$ cat src/hw/rtl/brt_pkg.sv
// Shared types and codes for the breakpoint range table.
// Holds the channel word layouts, the per-cell entry and query records
// and the command and status codes. No dependencies.
package brt_pkg;

    localparam logic [2:0] CMD_ADD         = 3'd0;
    localparam logic [2:0] CMD_REPLACE     = 3'd1;
    localparam logic [2:0] CMD_REMOVE_IDX  = 3'd2;
    localparam logic [2:0] CMD_REMOVE_ADDR = 3'd3;
    localparam logic [2:0] CMD_LOOKUP      = 3'd4;

    localparam logic [1:0] ST_OK        = 2'd0;
    localparam logic [1:0] ST_FULL      = 2'd1;
    localparam logic [1:0] ST_NOMATCH   = 2'd2;
    localparam logic [1:0] ST_BADINDEX  = 2'd3;

    localparam int FLAG_LOG_BIT = 4;

    typedef struct packed {
        logic [2:0]  command;
        logic [31:0] address;
        logic [31:0] end_address;
        logic [31:0] query_size;
        logic [4:0]  flag_bits;
        logic [4:0]  entry_index;
    } req_word_t;

    typedef struct packed {
        logic [1:0] status;
        logic [4:0] result_index;
        logic       hit;
        logic       hit_log;
        logic [5:0] entry_count;
    } rsp_word_t;

    typedef struct packed {
        logic [31:0] range_start;
        logic [31:0] range_end;
        logic [4:0]  flags;
    } entry_t;

    // qend is 33 bits so a query past the top does not wrap
    typedef struct packed {
        logic [31:0] addr;
        logic [32:0] qend;
        logic [4:0]  need;
    } query_t;

    typedef struct packed {
        logic wr_en;
        logic shift_en;
        logic tok_adv;
        logic tok_clr;
    } cell_ctl_t;

endpackage

$ cat src/hw/rtl/brt_cell.sv
// One table entry: holds a range and its flags, matches it against the
// broadcast query and passes the scan token down the row.
// Depends on brt_pkg.
module brt_cell #(
    parameter int INDEX = 0,
    parameter int IDX_W = 6
) (
    input  logic               clk,
    input  logic               rst_n,
    input  brt_pkg::cell_ctl_t ctl,
    input  logic [IDX_W-1:0]   sel_idx,
    input  brt_pkg::entry_t    wr_data,
    input  brt_pkg::entry_t    nbr_data,
    input  brt_pkg::query_t    query,
    input  logic               tok_in,
    output logic               tok_out,
    output brt_pkg::entry_t    data_out,
    output logic               hit,
    output logic               hit_log
);

    brt_pkg::entry_t ent_reg;
    brt_pkg::entry_t ent_next;
    logic            tok_reg;
    logic            tok_next;
    logic            lo_ok;
    logic            hi_ok;
    logic            wraps;
    logic            flags_ok;
    logic            range_ok;

    always_comb
    begin
        ent_next = ent_reg;
        if (ctl.wr_en && (sel_idx == IDX_W'(INDEX)))
        begin
            ent_next = wr_data;
        end
        else if (ctl.shift_en && (sel_idx <= IDX_W'(INDEX)))
        begin
            ent_next = nbr_data;
        end
    end

    always_ff @(posedge clk)
    begin
        ent_reg <= ent_next;
    end

    always_comb
    begin
        tok_next = tok_reg;
        if (ctl.tok_clr)
        begin
            tok_next = 1'b0;
        end
        else if (ctl.tok_adv)
        begin
            tok_next = tok_in;
        end
    end

    always_ff @(posedge clk or negedge rst_n)
    begin
        if (!rst_n)
        begin
            tok_reg <= 1'b0;
        end
        else
        begin
            tok_reg <= tok_next;
        end
    end

    // wrapped entry covers [start, top] and [0, end]
    assign lo_ok    = query.qend >= {1'b0, ent_reg.range_start};
    assign hi_ok    = query.addr <= ent_reg.range_end;
    assign wraps    = ent_reg.range_end < ent_reg.range_start;
    assign flags_ok = (ent_reg.flags & query.need) == query.need;
    assign range_ok = wraps ? (lo_ok || hi_ok) : (lo_ok && hi_ok);

    assign hit      = tok_reg && flags_ok && range_ok;
    assign hit_log  = hit && ent_reg.flags[brt_pkg::FLAG_LOG_BIT];
    assign tok_out  = tok_reg;
    assign data_out = ent_reg;

endmodule

$ cat config.mk
export PLATFORM = sky130hd
export DESIGN_NAME = brt_cell
export DESIGN_NICKNAME = d
export VERILOG_FILES = /design/src/hw/rtl/brt_pkg.sv /design/src/hw/rtl/brt_cell.sv
export SDC_FILE = /design/constraint.sdc
export NUM_CORES = 1
export LEC_CHECK = 0
export BUFFER_PORTS_ARGS = -buffer_cell sky130_fd_sc_hd__clkbuf_2
export CAP_MARGIN = 10
export CORE_AREA = 4 4 86 149
export DETAILED_ROUTE_END_ITERATION = 12
export DIE_AREA = 0 0 90 153
export PLACE_DENSITY = 0.82
export SYNTH_ARGS = -nofsm -noshare
export SYNTH_HDL_FRONTEND = slang
export SYNTH_SLANG_ARGS = --single-unit
export TNS_END_PERCENT = 10
$ cat constraint.sdc
create_clock -name clk -period 3.1 [get_ports clk]
set_input_delay 0.62 -clock clk [delete_from_list [all_inputs] [get_ports clk]]
set_output_delay 0.62 -clock clk [all_outputs]
set_load 0.02 [all_outputs]
== Word level (Yosys, flattened, before mapping) ==
Cells that the tools add are included.
Widths: inputs -> output; s select.
Storage, ports and cells
  register bits: 70
  output and inout bits: 72
  word-level logic and storage cells: 25
Cells by class
  $lt $le $gt $ge: 4
  equal/unequal tests: 1
  mux-type cells: 5
  bitwise logic cells: 1
  reductions and logical operators: 10
Operators by type and width (count)
  $mux 69: 2
  $ge 33x32->1: 1
  $le 32x32->1: 1
  $lt 32x32->1: 1
  $le 6x1->1 const B: 1
  $logic_and 1x1->1: 6
  $logic_not 6->1: 1
  $and 5x5->5: 1
  $eq 5x5->1: 1
  $reduce_bool 2->1: 2
  $mux 1: 3
  $logic_or 1x1->1: 1

== Longest topological paths before layout ==
Gate-level depths: netlist of the first run.
  depth in word-level cells: 5
  depth in mapped cells: 10

== Worst setup path before layout of the first run ==
Ideal clock, no wire load.
  path kind: input-to-output
  from: input port query[39] in the netlist's numbering
  to: output port hit
  arrival: 2.412 ns
  path slack: 0.068 ns
  cell stages on the path: 9
  path buffers: 0
  path through: ha_1 > nor2b_4 > o211ai_2 > a21oi_1 > o21a_1 > a2111oi_2 > o21ai_1 > maj3_2 > nor2b_1
Between the ends
  cells in the longest elaborated chain, start to end: 4
Ends and longest elaborated chain
  start, declared: RTL line brt_cell.sv:14  | input brt_pkg::query_t query,
  $le 32x32->1 (*): RTL line brt_cell.sv:77  | assign hi_ok = query.addr <= ent_reg.range_end;
  $logic_and 1x1->1 or $logic_or 1x1->1 (tied branches): RTL line brt_cell.sv:80  | assign range_ok = wraps ? (lo_ok || hi_ok) : (lo_ok && hi_ok);
  $mux 1 (*): RTL line brt_cell.sv:80
  $logic_and 1x1->1 (*): RTL line brt_cell.sv:82  | assign hit = tok_reg && flags_ok && range_ok;
  end, declared: RTL line brt_cell.sv:18  | output logic hit,
Mark *: on every way between the ends. The rest lies on a longest branch, timed or not.

== Worst setup path in the final report of the first run ==
  from: register ent_reg (netlist bit data_out[50])
  to: output port hit
Between the ends
  cells in the longest elaborated chain, start to end: 4
Ends and longest elaborated chain
  start, declared: RTL line brt_cell.sv:22  | brt_pkg::entry_t ent_reg;
  start signal, assigned: RTL line brt_cell.sv:47  | ent_reg <= ent_next;
  $ge 33x32->1: RTL line brt_cell.sv:76  | assign lo_ok = query.qend >= {1'b0, ent_reg.range_start};
  $logic_and 1x1->1 or $logic_or 1x1->1 (tied branches): RTL line brt_cell.sv:80
  $mux 1 (*): RTL line brt_cell.sv:80
  $logic_and 1x1->1 (*): RTL line brt_cell.sv:82
Marked as above.

==> results of run 1 <==
==> per-layer routing <==
layer	share of wire	wire [um]
met5	0	0
met4	0.027	446
met3	0.060	997
met2	0.59	9840
met1	0.33	5440
==> cells by family (layout without fill, tap and decap cells) <==
kind of cell / count (synthesis) / after routing
mux: 70 / 70
flops: 70 / 70
compound gates: 82 / 82
buf+inv: 77 / 416
fa+ha+maj: 96 / 96
simple gates: 77 / 77
==> final cells by class <==
class	instances	area, um2	area share
inverters	70	263	0.0344
clock buffers	9	225	0.0295
multi-input cells	325	3020	0.396
repair buffers	330	1770	0.232
well taps	135	169	0.0221
clock inverters	7	88.8	0.0116
flip-flops and latches	70	2100	0.275
==> flip-flops by register name, summed over array words and instances, names as in the netlist <==
signal,cells
tok_out,1
data_out,69
==> worst max-delay path, stage by stage, from the launching register on <==
cell and delay, ps:
sky130_fd_sc_hd__edfxtp_1 360, sky130_fd_sc_hd__inv_2 60, sky130_fd_sc_hd__ha_1 260, sky130_fd_sc_hd__nand4_1 200
sky130_fd_sc_hd__nor3_1 240, sky130_fd_sc_hd__buf_4 160, sky130_fd_sc_hd__nand3_4 80, sky130_fd_sc_hd__o221ai_2 180
sky130_fd_sc_hd__o31a_1 150, sky130_fd_sc_hd__a31oi_1 40, sky130_fd_sc_hd__maj3_2 370, sky130_fd_sc_hd__nor2b_1 130
sky130_fd_sc_hd__buf_4 150
==> power groups by stage <==
stage	combinational, mW	clock (mW)	sequential (mW)
after floorplan	0.146	0	1.09
after global placement	0.348	0	1.08
after detailed placement	0.361	0	1.08
after CTS	0.375	1.11	1.06
after global routing	0.421	1.15	1.06
final	0.375	1.09	1.06
==> Yosys cell counts, drive strengths merged (2+ instances only) <==
cell type   n
o221ai      2
nor2       15
nor3        9
nand4      17
o22ai       2
clkbuf      6
edfxtp     69
o211ai      2
inv        70
a2111oi     2
nor2b       5
a211oi      9
o21a        3
mux2       69
a21oi      33
o21ai      14
a21o       11
nand3       4
nand2      25
ha         95
==> placed cells by master, fill, tap and decap left out, types with 9 or more instances in the layout <==
cell type / netlist / layout
sky130_fd_sc_hd__clkbuf_2: 0 / 290
sky130_fd_sc_hd__ha_1: 95 / 90
sky130_fd_sc_hd__mux2_2: 69 / 69
sky130_fd_sc_hd__edfxtp_1: 69 / 69
sky130_fd_sc_hd__inv_1: 70 / 65
sky130_fd_sc_hd__buf_4: 0 / 38
sky130_fd_sc_hd__a21oi_1: 33 / 31
sky130_fd_sc_hd__nand2_1: 25 / 25
sky130_fd_sc_hd__nand4_1: 17 / 17
sky130_fd_sc_hd__nor2_1: 15 / 14
sky130_fd_sc_hd__a21o_1: 11 / 11
sky130_fd_sc_hd__a211oi_1: 9 / 9
sky130_fd_sc_hd__o21ai_0: 13 / 9
sky130_fd_sc_hd__clkbuf_16: 0 / 9
==> worst max path at each step <==
stage	to	startpoint	cells past startpoint	slack, ps
6_report	hit	data_out[50]	12	-230
4_1_cts	hit	data_out[42]	13	-260
5_1_grt	hit	data_out[53]	12	-410
3_5_place_dp	hit	query[19]	12	-310
3_3_place_gp	hit	query[21]	12	-230
2_1_floorplan	hit	query[39]	9	70
==> timing repair <==
| item | CTS | global route |
|---|---|---|
| cloned | 0 | 0 |
| gates resized for setup | 27 | 3 |
| pin swaps | 14 | 10 |
| setup buffers | 6 | 3 |
| setup endpoints to repair | 2 | 2 |
==> per-stage QoR <==
step / power, mW / hold slack (ps) / instance area (um2) / instances / TNS, ps
floorplan: 1.23 / 324 / 5280 / 472 / 0
global placement: 1.43 / 395 / 7120 / 921 / -451
detailed placement: 1.44 / 397 / 7120 / 921 / -610
CTS: 2.54 / 49.5 / 7610 / 943 / -481
global route: 2.63 / 45.1 / 7630 / 946 / -775
finish: 2.52 / 61.8 / 7630 / 946 / -450
==> impl_metrics.py, run 1 <==
metrics = {
    "logic_synthesis": {
        "post_synth_inst_count": 472,
        "seq_area_frac_synth": 0.397,
        "synth_top_cells_by_area": "sky130_fd_sc_hd__edfxtp_1 (39%), sky130_fd_sc_hd__ha_1 (23%), sky130_fd_sc_hd__mux2_2 (15%)",
        "synth-edff-count": 69,
        "synth-seq-cells": 70,
        "yosysUniqueCellTypes": 35,
        "synth_top_family_by_area": "adder cells",
        "postSynth.topFlopCell": "sky130_fd_sc_hd__edfxtp_1",
        "post_synth_instance_area_um2": 5280,
        "muxShareOfSynthArea": 0.149,
        "yosys_warnings": 0,
        "synth_adder_area_share": 0.227,
        "synth_compound_gate_area_share": 0.0982,
        "area_share_of_and_or_nand_nor_cells_after_synthesis": 0.0730,
        "synth_area_leader_cell": "sky130_fd_sc_hd__edfxtp_1",
        "synthXorXnorAreaFrac": 0,
        "synth_top_area_frac": 0.393,
        "synth_nets": 788,
        "asyncSetResetFlopFracSynth": 0.0143,
        "avgSynthCellArea_um2": 11.2,
    },
    "floorplan": {
        "die_width_um": 90,
        "top_level_ports": 293,
        "die_height_um": 153,
        "placement_rows": 52,
        "floorplan.core_area_um2": 11500,
        "die_area_um2": 13800,
        "initial_core_util": 0.458,
    },
    "sta": {
        "timing.final.crit_share": 1.08,
        "final-hold-violation-count": 0,
        "skew_ps": 0,
        "grt_setup_unrepaired": "true",
        "final-setup-viol-count": 2,
        "worst-slew-pin-transition_ps": 503,
        "relSlewSlack": 0.656,
        "max_clock_freq_mhz": 300,
        "timing.final.ws_setup_ps": -233,
        "final.min_clock_period_ps": 3330,
        "slew_violations": 0,
    },
    "worst_setup_path": {
        "reg2reg_from": "tok_out",
        "worst_ep_required_time_ps": 2480,
        "capturing_point_of_the_worst_reg2reg_path": "tok_out",
        "timing.reg2reg.worst_path_depth": 2,
        "timing_worst_setup_path_type": "flip-flop to output pin",
        "path_max_fanout": 2,
        "endpoint_class_of_the_critical_path": "output pin",
        "reg2reg_setup_slack_ps": 2380,
        "startpoint_type": "flip-flop",
        "arrival_ps": 2710,
    },
    "run_status": {
        "violated_checks": "setup timing",
        "run_status": "finished, violations left",
    },
    "global_route": {
        "busiest_layer": "met2",
        "grt_util_all_layers": 0.244,
        "first_global_vias": 5350,
        "grt_pass1_wl_um": 26600,
        "globalRouteMet3Util": 0.0571,
        "antenna_violations_before_repair": 0,
        "met2_usage": 0.493,
        "global_route.usage.met1": 0.232,
        "grt-ovfl-total": 0,
        "grt_max_degree": 43,
    },
    "pwr": {
        "comb_power_share": 0.149,
        "power_per_cell_area_nw_per_um2": 330,
        "power.share.clock": 0.431,
        "seq_power_share": 0.420,
        "p_int_mw": 1.96,
        "switchingPower_mw": 0.553,
        "leakage_nw": 3.94,
        "power.ir.vdd_worst_mv": 0.273,
        "switching_share": 0.220,
    },
    "run": {
        "max-cap-violations": 0,
    },
    "route": {
        "routed_wire_length_per_instance_um": 17.7,
        "via_to_cell_ratio": 5.25,
        "detail_route.iter0.violations": 106,
        "drt_pre_antenna_iters": 6,
        "antenna_left": 0,
        "dr_total_vias": 4964,
        "drc": 0,
        "drt-total-wl_um": 16700,
    },
    "cts": {
        "clock_insertion_delay_at_the_later_pin_of_the_skew_report_ps": 320,
        "cts_sinks": 70,
        "number_of_buffers_created_by_cts": 9,
        "postCtsHoldBufs": 0,
        "tritoncts": "done",
        "h_tree_depth": 3,
        "cts.clk_slew.worst_paths_ps": 60,
        "ctsRootBufferMaster": "sky130_fd_sc_hd__clkbuf_16",
        "cts_buffer_depth": 2,
    },
    "placement": {
        "gpl_wtd_cong": 0.932,
        "post-dp-hpwl_um": 14400,
        "pre_cts_ws_ps": -312,
        "number_of_buffers_inserted_by_port_buffering": 292,
    },
    "hold_path": {
        "hold_class": "input port to asynchronous set/reset pin",
    },
    "finish": {
        "syn2layout_area_growth_pct": 44.7,
        "antenna_cells_inserted": 0,
        "final_layout_size_suffix_gt1_frac": 0.540,
        "postLayoutCoreUtil": 0.663,
        "final_nets": 1122,
        "nFillCells": 930,
    },
}
(Power assumes the default switching activity.)
==> run 2: changes to the inputs <==
Clock period 3.1 ns to 3.2 ns, I/O delays scaled along.
==> impl_metrics.py, run 2 (synthesis results as in run 1) <==
metrics = {
    "worst_setup_path": {
        "path_max_fanout": 2,
        "endpoint_class_of_the_critical_path": "output pin",
        "startpoint_type": "input port",
        "timing_worst_setup_path_type": "input port to output pin",
        "arrival_ps": 2710,
        "worst_ep_required_time_ps": 2560,
    },
    "sta": {
        "timing.final.ws_setup_ps": -147,
        "totalNegativeSetupSlack_ps": -282,
        "relSlewSlack": 0.395,
        "grt_setup_unrepaired": "true",
        "slew_violations": 0,
        "final-setup-viol-count": 2,
        "worst-slew-pin-transition_ps": 907,
        "hold_ws_ps": 80.1,
        "max_clock_freq_mhz": 299,
        "skew_ps": 0,
        "timing.final.crit_share": 1.05,
        "final.min_clock_period_ps": 3350,
        "final-hold-violation-count": 0,
    },
    "floorplan": {
        "initial_core_util": 0.458,
        "placement_rows": 52,
        "die_height_um": 153,
        "die_width_um": 90,
        "floorplan.core_area_um2": 11500,
        "top_level_ports": 293,
        "die_area_um2": 13800,
    },
    "placement": {
        "post-dp-hpwl_um": 13800,
        "gpl_wtd_cong": 0.927,
        "number_of_buffers_inserted_by_port_buffering": 292,
        "place.detailed.instances": 913,
        "pre_cts_ws_ps": -253,
        "dpl_cell_area_um2": 7060,
    },
    "global_route": {
        "first_global_vias": 5469,
        "antenna_violations_before_repair": 0,
        "global_route.usage.met1": 0.236,
        "grt-ovfl-total": 0,
        "met2_usage": 0.467,
        "globalRouteMet3Util": 0.0566,
        "grt_pass1_wl_um": 26400,
        "busiest_layer": "met2",
        "grt_max_degree": 70,
        "grt_util_all_layers": 0.242,
    },
    "cts": {
        "ctsRootBufferMaster": "sky130_fd_sc_hd__clkbuf_16",
        "h_tree_depth": 3,
        "cts_sinks": 70,
        "cts.clk_slew.worst_paths_ps": 60,
        "number_of_buffers_created_by_cts": 9,
        "clock_insertion_delay_at_the_later_pin_of_the_skew_report_ps": 320,
        "cts_buffer_depth": 2,
        "tritoncts": "done",
    },
    "run_status": {
        "violated_checks": "setup timing",
        "run_status": "finished, violations left",
    },
    "finish": {
        "antenna_cells_inserted": 0,
        "largest_reg_flops": 69,
        "finish.instance_area_um2": 7690,
        "final_nets": 1117,
        "syn2layout_area_growth_pct": 45.8,
        "layout_commonest_cell": "sky130_fd_sc_hd__clkbuf_2",
        "final_cell_count_no_fill": 941,
        "nFillCells": 897,
        "mostFrequentLayoutCells": "sky130_fd_sc_hd__clkbuf_2 (289), sky130_fd_sc_hd__ha_1 (89), sky130_fd_sc_hd__mux2_2 (69), sky130_fd_sc_hd__edfxtp_1 (69), sky130_fd_sc_hd__inv_1 (65)",
        "final_layout_size_suffix_gt1_frac": 0.546,
    },
    "route": {
        "drt_pre_antenna_iters": 4,
        "routed_wire_length_per_instance_um": 17.7,
        "drt-total-wl_um": 16600,
        "antenna_left": 0,
        "drc": 0,
        "dr_total_vias": 4903,
        "via_to_cell_ratio": 5.21,
        "detail_route.iter0.violations": 87,
    },
    "pwr": {
        "power.ir.vdd_worst_mv": 0.340,
        "power_per_cell_area_nw_per_um2": 338,
        "leakage_nw": 3.95,
    },
    "run": {
        "max-cap-violations": 0,
    },
    "hold_path": {
        "hold_class": "input port to asynchronous set/reset pin",
    },
}
==> run 2: layer usage <==
metal  vias to the layer above  wire length [um]
met5                         -                 0
met4                         0               825
li1                       2408                 -
met2                       205              9270
met1                      2237              5590
met3                        53               964
==> run 2: final cells by class <==
| type | instances | area, um2 | area share |
|---|---|---|---|
| clock buffer | 9 | 225 | 0.0293 |
| clock inverter | 7 | 136 | 0.0177 |
| inverter | 70 | 263 | 0.0342 |
| multi-input combinational | 325 | 3060 | 0.398 |
| sequential | 70 | 2100 | 0.273 |
| tap | 135 | 169 | 0.0220 |
| timing repair buffer | 325 | 1740 | 0.226 |
==> run 2: critical path: stages <==
cell	delay, ps
sky130_fd_sc_hd__clkbuf_2	110
sky130_fd_sc_hd__ha_4	270
sky130_fd_sc_hd__nand4_1	230
sky130_fd_sc_hd__nor3_2	200
sky130_fd_sc_hd__buf_4	160
sky130_fd_sc_hd__nand3_4	80
sky130_fd_sc_hd__o221ai_2	190
sky130_fd_sc_hd__o31a_1	150
sky130_fd_sc_hd__a31oi_1	40
sky130_fd_sc_hd__maj3_2	360
sky130_fd_sc_hd__nor2_1	120
sky130_fd_sc_hd__buf_4	160
==> run 2: worst paths after layout <==
path                           end  depth (start not counted)  slack (ps)       from
max                        hit_log                         12        -150  query[20]
min reg2reg                tok_out                          2         590    tok_out
max in group asynchronous  tok_out                          1        3040      rst_n
max reg2reg                tok_out                          2        2500    tok_out
min                        tok_out                          1          80      rst_n
min in group clk           tok_out                          2         490     ctl[0]
==> run 2: power breakdown <==
part | internal (mW) | leakage, nW | switching (mW) | total [mW]
logic | 0.210 | 3.14 | 0.154 | 0.364
clock network | 0.836 | 0.175 | 0.375 | 1.21
registers | 1.02 | 0.634 | 0.00619 | 1.02
total | 2.06 | 3.95 | 0.535 | 2.60
==> run 2: per-stage QoR <==
step	power, mW	utilization
final	2.60	0.668
after CTS	2.63	0.666
after floorplan	1.19	-
after detailed placement	1.39	0.613
after global placement	1.38	0.613
after global routing	2.72	0.668
==> run 2: repair_timing <==
item,in CTS,in global routing
setup endpoints to repair,2,2
gates resized for setup,34,4
hold buffers,0,0
setup buffers,10,2
pin swaps,20,2
==> run 3: changes to the inputs <==
Settings changed: PLACE_DENSITY 0.82 to 0.78.
==> impl_metrics.py, run 3 (synthesis results as in run 1) <==
metrics = {
    "run_status": {
        "run_status": "finished, violations left",
        "violated_checks": "setup timing",
    },
    "pwr": {
        "p_int_mw": 1.91,
        "power_per_cell_area_nw_per_um2": 321,
        "power.share.clock": 0.429,
        "leakage_nw": 3.90,
        "finalPower_mw": 2.44,
        "switchingPower_mw": 0.538,
        "power.ir.vdd_worst_mv": 0.353,
        "comb_power_share": 0.151,
        "switching_share": 0.220,
        "seq_power_share": 0.419,
    },
    "route": {
        "dr_total_vias": 4993,
        "drc": 0,
        "top_layer": "met4",
        "dr_wl_met3_um": 1170,
        "drt-total-wl_um": 17300,
        "detail_route.iter0.violations": 169,
        "antenna_left": 0,
        "routed_wire_length_per_instance_um": 18.5,
        "drt_pre_antenna_iters": 4,
        "via_to_cell_ratio": 5.33,
        "route.layer.met1.wl_um": 5510,
        "met2_length_um": 9730,
    },
    "cts": {
        "number_of_buffers_created_by_cts": 9,
        "ctsRootBufferMaster": "sky130_fd_sc_hd__clkbuf_16",
        "postCtsHoldBufs": 0,
        "clock_insertion_delay_at_the_later_pin_of_the_skew_report_ps": 320,
        "h_tree_depth": 3,
        "cts_buffer_depth": 2,
        "tritoncts": "done",
        "cts.clk_slew.worst_paths_ps": 60,
        "cts_sinks": 70,
    },
    "finish": {
        "mostFrequentLayoutCells": "sky130_fd_sc_hd__clkbuf_2 (290), sky130_fd_sc_hd__ha_1 (88), sky130_fd_sc_hd__mux2_2 (69), sky130_fd_sc_hd__edfxtp_1 (69), sky130_fd_sc_hd__inv_1 (63)",
        "multi_input_area_um2": 3070,
        "final_layout_size_suffix_gt1_frac": 0.543,
        "nFillCells": 900,
        "largest_reg_flops": 69,
        "layout_commonest_cell": "sky130_fd_sc_hd__clkbuf_2",
        "final_nets": 1112,
        "regArea_um2": 2100,
        "syn2layout_area_growth_pct": 44.1,
    },
    "floorplan": {
        "floorplan.core_area_um2": 11500,
        "top_level_ports": 293,
        "die_width_um": 90,
        "die_height_um": 153,
        "die_area_um2": 13800,
        "initial_core_util": 0.458,
        "placement_rows": 52,
    },
    "hold_path": {
        "hold_class": "input port to asynchronous set/reset pin",
    },
    "global_route": {
        "grt_util_all_layers": 0.246,
        "grt_pass1_wl_um": 26700,
        "grt-ovfl-total": 0,
        "grt_max_degree": 70,
        "first_global_vias": 5539,
        "antenna_violations_before_repair": 0,
    },
    "sta": {
        "final-hold-violation-count": 0,
        "final.min_clock_period_ps": 3350,
        "worst-slew-pin-transition_ps": 927,
        "grt_setup_unrepaired": "true",
        "relSlewSlack": 0.382,
        "final-setup-viol-count": 2,
        "skew_ps": 0,
        "slew_violations": 0,
        "timing.final.crit_share": 1.05,
        "max_clock_freq_mhz": 299,
        "timing.final.ws_setup_ps": -149,
    },
    "run": {
        "max-cap-violations": 0,
    },
    "worst_setup_path": {
        "path_max_fanout": 2,
        "endpoint_class_of_the_critical_path": "output pin",
        "arrival_ps": 2710,
        "reg2reg_from": "tok_out",
        "timing.reg2reg.worst_path_depth": 2,
        "timing_worst_setup_path_type": "flip-flop to output pin",
        "timing.critical_path.from": "data_out[57]",
        "startpoint_type": "flip-flop",
        "worst_ep_required_time_ps": 2560,
    },
    "placement": {
        "pre_cts_ws_ps": -254,
        "gpl_wtd_cong": 0.916,
        "post-dp-hpwl_um": 14400,
        "number_of_buffers_inserted_by_port_buffering": 292,
    },
}
==> run 3: cell count changes in the layout (fill, tap and decap cells not counted), sizes merged <==
| cell | previous run | this run |
|---|---|---|
| buf | 35 | 29 |
| clkbuf | 299 | 302 |
| bufinv | 4 | 2 |
| diode | 0 | 1 |
==> run 3: worst max-delay path, cell delays in order (launching register included) <==
cell and delay (ps):
sky130_fd_sc_hd__edfxtp_1 420, sky130_fd_sc_hd__inv_1 110, sky130_fd_sc_hd__ha_1 240, sky130_fd_sc_hd__nand2_1 130, sky130_fd_sc_hd__nor2_1 70, sky130_fd_sc_hd__a211oi_1 440
sky130_fd_sc_hd__o221ai_2 170, sky130_fd_sc_hd__a21o_1 180, sky130_fd_sc_hd__a31oi_1 150, sky130_fd_sc_hd__maj3_2 260, sky130_fd_sc_hd__nor2b_1 60, sky130_fd_sc_hd__buf_4 150
==> run 3: what timing repair did <==
| item | 4_1_cts | 5_1_grt |
|---|---|---|
| endpoints found under the hold margin | 0 | 0 |
| cloned | 0 | 0 |
| resized for setup | 32 | 7 |
| setup buffers | 10 | 0 |
| setup endpoints to repair | 2 | 2 |
| pin swaps | 19 | 6 |
==> run 3: final cells by class <==
| type | instances | share of cell area |
|---|---|---|
| multi-input combinational | 325 | 0.404 |
| timing repair buffer | 320 | 0.223 |
| sequential | 70 | 0.276 |
| inverter | 70 | 0.0345 |
| tap | 135 | 0.0222 |
| antenna | 1 | 0.000329 |
| clock inverter | 5 | 0.00971 |
| clock buffer | 11 | 0.0306 |
==> run 3: stage by stage <==
stage | utilization | setup TNS (ps) | instances | hold WS [ps] | instance area [um2]
after floorplan | - | 0 | 472 | 344 | 5280
after global placement | 0.611 | -320 | 910 | 416 | 7040
after detailed placement | 0.611 | -477 | 910 | 424 | 7040
after CTS | 0.658 | -246 | 936 | 72.7 | 7580
after global routing | 0.660 | -487 | 936 | 70.3 | 7600
final | 0.660 | -271 | 937 | 83.1 | 7610
==> run 3: worst paths after layout <==
kind,to,slack (ps)
max,hit,-150
min,tok_out,80
max reg2reg,tok_out,2510
min reg2reg,tok_out,570
max in group asynchronous,tok_out,3030
min in group clk,tok_out,480
==> run 3: per-layer routing <==
| layer | up-vias | GRT usage |
|---|---|---|
| met2 | 238 | 0.477 |
| met1 | 2309 | 0.229 |
| met3 | 57 | 0.0605 |
| met5 | - | 0 |
| met4 | 0 | 0.139 |
| li1 | 2389 | - |
==> run 3: power groups by stage <==
stage                     Combinational, mW  Clock [mW]  Sequential [mW]
after floorplan                       0.141           0             1.05
after detailed placement              0.349           0             1.04
after global placement                0.332           0             1.04
final                                 0.370        1.05             1.02
after global routing                  0.412        1.10             1.03
after CTS                             0.367        1.06             1.02
